===== config.mk =====
export PLATFORM = sky130hd
export DESIGN_NAME = subtractive_random_generator_core
export DESIGN_NICKNAME = d
export VERILOG_FILES = /design/src/rtl/core/srg_pkg.sv /design/src/rtl/core/srg_table.sv /design/src/rtl/core/subtractive_random_generator_core.sv
export SDC_FILE = /design/constraint.sdc
export NUM_CORES = 2
export LEC_CHECK = 0
export BUFFER_PORTS_ARGS = -buffer_cell sky130_fd_sc_hd__buf_4
export CAP_MARGIN = 5
export CORE_MARGIN = 1.5
export CORE_UTILIZATION = 35
export DETAILED_ROUTE_END_ITERATION = 12
export PLACE_DENSITY_LB_ADDON = 0.05
export SLEW_MARGIN = 20
export SYNTH_ARGS = -nofsm -noshare
export SYNTH_HDL_FRONTEND = slang
export SYNTH_SLANG_ARGS = --single-unit

===== constraint.sdc =====
create_clock -name clk_i -period 7.7 [get_ports clk_i]
set_input_delay 1.54 -clock clk_i [delete_from_list [all_inputs] [get_ports clk_i]]
set_output_delay 1.54 -clock clk_i [all_outputs]
set_load 0.02 [all_outputs]

===== src/rtl/core/srg_pkg.sv =====
// ----------------------------------------------------------------------------
// srg_pkg
// Shared types, constants and arithmetic for the subtractive lagged
// random generator (lags 55 and 24, modulo 10^9).
// ----------------------------------------------------------------------------
package srg_pkg;

  localparam int unsigned ValueW = 30;
  localparam int unsigned AddrW  = 6;
  localparam int unsigned PassW  = 4;
  localparam int unsigned Depth  = 56;

  typedef logic [ValueW-1:0] value_t;
  typedef logic [AddrW-1:0]  addr_t;
  typedef logic [PassW-1:0]  pass_t;

  localparam value_t Modulus      = 30'd1000000000;
  localparam value_t SeedReset    = 30'd234612947;
  localparam addr_t  TableLen     = 6'd55;
  localparam addr_t  ShortLag     = 6'd24;
  localparam addr_t  LagGap       = 6'd31;
  localparam addr_t  FillStride   = 6'd21;
  localparam pass_t  WarmupPasses = 4'd10;

  typedef enum logic [2:0] {
    ST_IDLE,
    ST_SEED,
    ST_REFILL,
    ST_FETCH,
    ST_DELIVER
  } srg_state_e;

  typedef struct packed {
    logic   en;
    addr_t  addr;
    value_t data;
  } srg_wr_t;

  typedef struct packed {
    addr_t addr_a;
    addr_t addr_b;
  } srg_rd_t;

  // Difference modulo 10^9 of two values that are already below 10^9.
  function automatic value_t sub_mod(value_t a, value_t b);
    value_t diff;
    diff = a - b;
    if (a < b) begin
      diff = diff + Modulus;
    end
    return diff;
  endfunction

endpackage


===== src/rtl/core/srg_table.sv =====
// ----------------------------------------------------------------------------
// srg_table
// Lag table storage: one write port and two read ports with registered
// read data.
// ----------------------------------------------------------------------------
module srg_table (
  input  logic            clk_i,
  input  srg_pkg::srg_wr_t wr_i,
  input  srg_pkg::srg_rd_t rd_i,
  output srg_pkg::value_t rd_a_o,
  output srg_pkg::value_t rd_b_o
);
  import srg_pkg::*;

  value_t mem [Depth];
  value_t rd_a_q;
  value_t rd_b_q;

  always_ff @(posedge clk_i) begin
    if (wr_i.en) begin
      mem[wr_i.addr] <= wr_i.data;
    end
  end

  always_ff @(posedge clk_i) begin
    rd_a_q <= mem[rd_i.addr_a];
    rd_b_q <= mem[rd_i.addr_b];
  end

  assign rd_a_o = rd_a_q;
  assign rd_b_o = rd_b_q;

endmodule


===== src/rtl/core/subtractive_random_generator_core.sv =====
// ----------------------------------------------------------------------------
// subtractive_random_generator_core
// Subtractive lagged generator (lags 55 and 24, modulo 10^9) built around
// a 56-word table memory that is read, updated and written back in place.
//
//   Channel  Direction  Handshake               Payload
//   in       input      in_valid_i / in_ready_o draw_request_i
//   out      output     out_valid_o/out_ready_i random_value_o
//   cfg      input      cfg_we_i                cfg_wdata_i (seed)
//
// A draw steps through accept, table read, and load of the output
// register. Once every 55 draws, a draw first refills the table, one
// entry per cycle through the two read ports and the write port. The
// first draw after reset also seeds the table and runs ten refill
// passes. Reset leaves the table contents undefined; the output register
// lets the next item be accepted while a result still waits.
// ----------------------------------------------------------------------------
module subtractive_random_generator_core (
  input  logic            clk_i,
  input  logic            rst_ni,
  input  logic            cfg_we_i,
  input  srg_pkg::value_t cfg_wdata_i,
  input  logic            in_valid_i,
  output logic            in_ready_o,
  input  logic            draw_request_i,
  output logic            out_valid_o,
  input  logic            out_ready_i,
  output srg_pkg::value_t random_value_o
);
  import srg_pkg::*;

  srg_state_e state_q, state_d;
  value_t     seed_q;
  addr_t      rp_q, rp_d;
  logic       seeded_q, seeded_d;
  addr_t      seed_cnt_q, seed_cnt_d;
  addr_t      pos_q, pos_d;
  value_t     prev_q, prev_d;
  value_t     cur_q, cur_d;
  addr_t      ref_idx_q, ref_idx_d;
  pass_t      passes_q, passes_d;
  logic       wr_valid_q, wr_valid_d;
  addr_t      wr_idx_q, wr_idx_d;
  logic       out_valid_q, out_valid_d;
  value_t     out_data_q, out_data_d;

  srg_wr_t    wr;
  srg_rd_t    rd;
  value_t     rd_a;
  value_t     rd_b;
  value_t     seed_red;
  logic [AddrW:0] pos_sum;
  addr_t      pos_next;

  srg_table u_table (
    .clk_i  (clk_i),
    .wr_i   (wr),
    .rd_i   (rd),
    .rd_a_o (rd_a),
    .rd_b_o (rd_b)
  );

  assign seed_red = (seed_q >= Modulus) ? (seed_q - Modulus) : seed_q;
  assign pos_sum  = {1'b0, pos_q} + {1'b0, FillStride};
  assign pos_next = (pos_sum >= {1'b0, TableLen}) ?
                    AddrW'(pos_sum - {1'b0, TableLen}) : AddrW'(pos_sum);

  always_comb begin
    state_d     = state_q;
    rp_d        = rp_q;
    seeded_d    = seeded_q;
    seed_cnt_d  = seed_cnt_q;
    pos_d       = pos_q;
    prev_d      = prev_q;
    cur_d       = cur_q;
    ref_idx_d   = ref_idx_q;
    passes_d    = passes_q;
    wr_valid_d  = 1'b0;
    wr_idx_d    = wr_idx_q;
    out_data_d  = out_data_q;
    out_valid_d = out_valid_q & ~out_ready_i;
    in_ready_o  = 1'b0;

    wr.en   = wr_valid_q;
    wr.addr = wr_idx_q;
    wr.data = sub_mod(rd_a, rd_b);

    rd.addr_a = rp_q;
    rd.addr_b = (ref_idx_q <= ShortLag) ? (ref_idx_q + LagGap) : (ref_idx_q - ShortLag);

    case (state_q)
      ST_IDLE: begin
        in_ready_o = 1'b1;
        if (in_valid_i && draw_request_i) begin
          if (!seeded_q) begin
            state_d    = ST_SEED;
            seed_cnt_d = '0;
          end else if (rp_q == '0) begin
            state_d   = ST_REFILL;
            ref_idx_d = addr_t'(1);
            passes_d  = pass_t'(1);
          end else begin
            state_d = ST_FETCH;
          end
        end
      end
      ST_SEED: begin
        wr.en = 1'b1;
        if (seed_cnt_q == '0) begin
          wr.addr = TableLen;
          wr.data = seed_red;
          prev_d  = seed_red;
          cur_d   = value_t'(1);
          pos_d   = FillStride;
        end else begin
          wr.addr = pos_q;
          wr.data = cur_q;
          cur_d   = sub_mod(prev_q, cur_q);
          prev_d  = cur_q;
          pos_d   = pos_next;
        end
        seed_cnt_d = seed_cnt_q + addr_t'(1);
        if (seed_cnt_q == TableLen - addr_t'(1)) begin
          state_d   = ST_REFILL;
          ref_idx_d = addr_t'(1);
          passes_d  = WarmupPasses;
          seeded_d  = 1'b1;
        end
      end
      ST_REFILL: begin
        rd.addr_a  = ref_idx_q;
        wr_valid_d = 1'b1;
        wr_idx_d   = ref_idx_q;
        if (ref_idx_q == TableLen) begin
          ref_idx_d = addr_t'(1);
          if (passes_q == pass_t'(1)) begin
            state_d = ST_FETCH;
            rp_d    = TableLen;
          end else begin
            passes_d = passes_q - pass_t'(1);
          end
        end else begin
          ref_idx_d = ref_idx_q + addr_t'(1);
        end
      end
      ST_FETCH: begin
        // The last refill write must land before the entry is read.
        if (!wr_valid_q) begin
          state_d = ST_DELIVER;
        end
      end
      ST_DELIVER: begin
        if (!out_valid_q || out_ready_i) begin
          out_data_d  = rd_a;
          out_valid_d = 1'b1;
          rp_d        = rp_q - addr_t'(1);
          state_d     = ST_IDLE;
        end
      end
      default: begin
        state_d = ST_IDLE;
      end
    endcase
  end

  always_ff @(posedge clk_i or negedge rst_ni) begin
    if (!rst_ni) begin
      state_q     <= ST_IDLE;
      seed_q      <= SeedReset;
      rp_q        <= TableLen;
      seeded_q    <= 1'b0;
      wr_valid_q  <= 1'b0;
      out_valid_q <= 1'b0;
    end else begin
      state_q     <= state_d;
      rp_q        <= rp_d;
      seeded_q    <= seeded_d;
      wr_valid_q  <= wr_valid_d;
      out_valid_q <= out_valid_d;
      if (cfg_we_i) begin
        seed_q <= cfg_wdata_i;
      end
    end
  end

  always_ff @(posedge clk_i) begin
    seed_cnt_q <= seed_cnt_d;
    pos_q      <= pos_d;
    prev_q     <= prev_d;
    cur_q      <= cur_d;
    ref_idx_q  <= ref_idx_d;
    passes_q   <= passes_d;
    wr_idx_q   <= wr_idx_d;
    out_data_q <= out_data_d;
  end

  assign out_valid_o    = out_valid_q;
  assign random_value_o = out_data_q;

endmodule

==> results.yml <==
synthesis:
  ys_seq_area_frac: 0.618
  synth_flop_cell: "edfxtp_1"
  syn_area_um2: 91000
  yosysTopAreaCellShare: 0.593
  synth_area_per_cell_um2: 17.7
  post-synth-top-area-cell: "edfxtp_1"
  synth_cells: 5156
  synth_edf_count: 1798
  syn-num-nets: 5272
  synth-async-reset-ratio: 0.0221
  ys_warn_count: 0
  ys_ff_latch: 1900
  synth_area_leaders: "edfxtp_1, mux4_2, nand2_1, dfxtp_1, a211oi_1"
  synth.distinct_cells: 95
floorplan:
  ios: 68
  die_h_um: 513
  core_um2: 259000
  dieArea_um2: 263000
  initial_utilization: 0.351
  floorplan.rows: 187
  dieWidth_um: 513
timing:
  finalSetupViolCount: 0
  rsz0062_at_grt: "no"
  worst_pin_slew_ps: 1110
  clock.fmax_mhz: 175
  relSlewSlack: 0.256
  setup_ws_ps: 2000
  fin_setup_tns_ps: 0
  final_hold_viol_count: 0
  fin_crit_sh: 0.740
  finalMaxSlewViolations: 0
  fin_crit_ps: 5700
  finClkSkew_ps: 53.9
placed_design:
  io_buffer_count: 67
  gp_congestion: 0.822
  dpl_worst_slack_ps: 2000
  dp_hpwl_um: 203000
clocking:
  cts_max_path_buffers: 3
  clock_latency_ps: 870
  cts_tree: "built"
  cts_hold_buf: 0
  post_cts_buffers: 0
  h-tree-depth: 4
  clk_pin_slew_ps: 60
  cts_resized: 0
  cts_buffers: 217
  cts_root_buffer: "clkbuf_16"
  cts_sinks: 1900
detailed_routing:
  routed_via_density: 6.06
  drcViolationCount: 0
  drt-total-wl_um: 322000
  drtAntennaViolNets: 0
  dr.pass1.iters: 6
  drt-wirelength-per-cell_um: 36.2
  drtIter0Drc: 5843
  vias: 53918
final_layout:
  layout-drive-gt1-share: 0.316
  area_growth_pct: 14.6
  fillers: 23313
  nets: 5414
setup_path:
  path_buf_inv: 4
  cp_common_cell: "buf_12"
  required_ps: 8390
  crit_path_start_kind: "register"
  cp_slowest_cell: "o21ai_0"
  crit_fanout: 40
  end_kind: "register"
  critical-path-top-delay-family: "compound AO/OA/AOI/OAI gates"
  cpPeakStageDelay_ps: 890
  cp_cell_sequence: "nor2b_1, nand2b_1, clkinv_2, a21oi_4, buf_12, buf_12, buf_4, mux4_2, and2_1, a211oi_1, a31oi_1, o21ai_0, a21oi_1"
  arrival_ps: 6390
  path_class: "reg2reg"
global_route:
  grt_pass1_vias: 54707
  grt_pass1_wl_um: 449000
  grt_remaining_overflow: 0
  antenna_found_initial: 16
  track_usage: 0.244
  grt_start_max_net_pins: 85
run:
  drv_cap: 0
outcome:
  status: "completed"
min_path:
  hp-class: "reg2reg"
-- layout by cell type, fill, tap and decap left out, types with 98 or more instances in the layout --
| master | count |
|---|---|
| and2_1 | 98 |
| nand2_1 | 361 |
| nor2_1 | 140 |
| a211oi_1 | 155 |
| inv_1 | 105 |
| a21oi_1 | 143 |
| mux4_2 | 930 |
| o21ai_0 | 113 |
| edfxtp_1 | 1798 |
| buf_4 | 240 |
| clkbuf_16 | 222 |
-- cells in the mapped netlist, types with 24 or more instances --
master       n
xor2_1      44
mux2i_1     99
nand2_1    362
a21o_1      31
nand3_1     41
buf_2      105
inv_1      106
a311oi_1    33
xnor2_1     61
and2_1      99
ha_1        78
mux4_2     930
a31oi_1     84
mux2_2      35
nor2_1     199
dfxtp_1     60
a211oi_1   159
edfxtp_1  1798
a21oi_1    150
clkbuf_1   196
dfstp_2     24
buf_1       40
o21ai_0    130
-- logic make-up (layout without fill, tap and decap cells) --
kind of cell    Yosys count  after routing  share of synthesized area
fa+ha+maj                80             80                     0.0112
compound gates          711            711                     0.0524
other cells               0              9                          0
buf+inv                 466            798                     0.0215
flops                  1900           1900                      0.618
xor+xnor                107            107                     0.0105
mux                    1065           1065                      0.245
simple gates            827            827                     0.0410
-- final timing paths --
| kind | slack (ps) | endpoint | cells past startpoint | start |
|---|---|---|---|---|
| min | 480 | random_value_o[0]$_DFFE_PP_ | 0 | u_table.rd_a_o[0]$_DFF_P_ |
| min in group asynchronous | 700 | seed_q[5]$_DFFE_PN0P_ | 1 | rst_ni |
| max | 2000 | u_table.rd_a_o[4]$_DFF_P_ | 13 | state_q[1]$_DFFE_PN0P_ |
| max reg2reg | 2000 | u_table.rd_a_o[4]$_DFF_P_ | 13 | state_q[1]$_DFFE_PN0P_ |
| max in group asynchronous | 6560 | seed_q[25]$_DFFE_PN0P_ | 1 | rst_ni |
| min reg2reg | 480 | random_value_o[0]$_DFFE_PP_ | 0 | u_table.rd_a_o[0]$_DFF_P_ |
-- sequential cells by signal, indices dropped and copies added, names as in the netlist, 30 cells and up --
signal and cells:
seed_q 30, u_table.mem 1680, cur_q 30, u_table.rd_b_o 30, u_table.rd_a_o 30, random_value_o 30
prev_q 30
-- metrics by stage --
stage	util	hold slack, ps	instance area [um2]	cells
floorplan	-	408	91000	5156
global placement	0.374	441	97000	8470
detailed placement	0.375	450	97200	8481
CTS	0.402	470	104000	8890
global route	0.402	484	104000	8891
finish	0.403	484	104000	8899
-- worst reg2reg max path, cell delays in order (launching register included) --
cell      delay, ps
dfrtp_1         460
nor2b_1         190
nand2b_1        630
clkinv_2        500
a21oi_4         610
buf_12          270
buf_12          360
buf_4           440
mux4_2          570
and2_1          170
a211oi_1        210
a31oi_1          90
o21ai_0         890
a21oi_1         160
-- per-layer routing --
| metal | global-route usage | vias up | wire length (um) | share of wire |
|---|---|---|---|---|
| met5 | 0 | - | 0 | 0 |
| met4 | 0.0551 | 0 | 7410 | 0.023 |
| met1 | 0.337 | 29543 | 139000 | 0.43 |
| met2 | 0.397 | 2226 | 154000 | 0.48 |
| met3 | 0.0463 | 374 | 21500 | 0.067 |
| li1 | - | 21775 | - | - |
-- final cells by class --
type / instances / area, um2 / area share
inverter: 107 / 405 / 0.00388
tap: 3402 / 4260 / 0.0408
timing repair buffer: 282 / 2630 / 0.0252
clock inverter: 112 / 1190 / 0.0114
multi-input combinational: 2790 / 33600 / 0.322
clock buffer: 297 / 5970 / 0.0572
antenna: 9 / 22.5 / 0.000216
sequential: 1900 / 56300 / 0.539
Power is not shown: default switching activity piles up to over one toggle a cycle in this logic, so the estimate is an artifact.
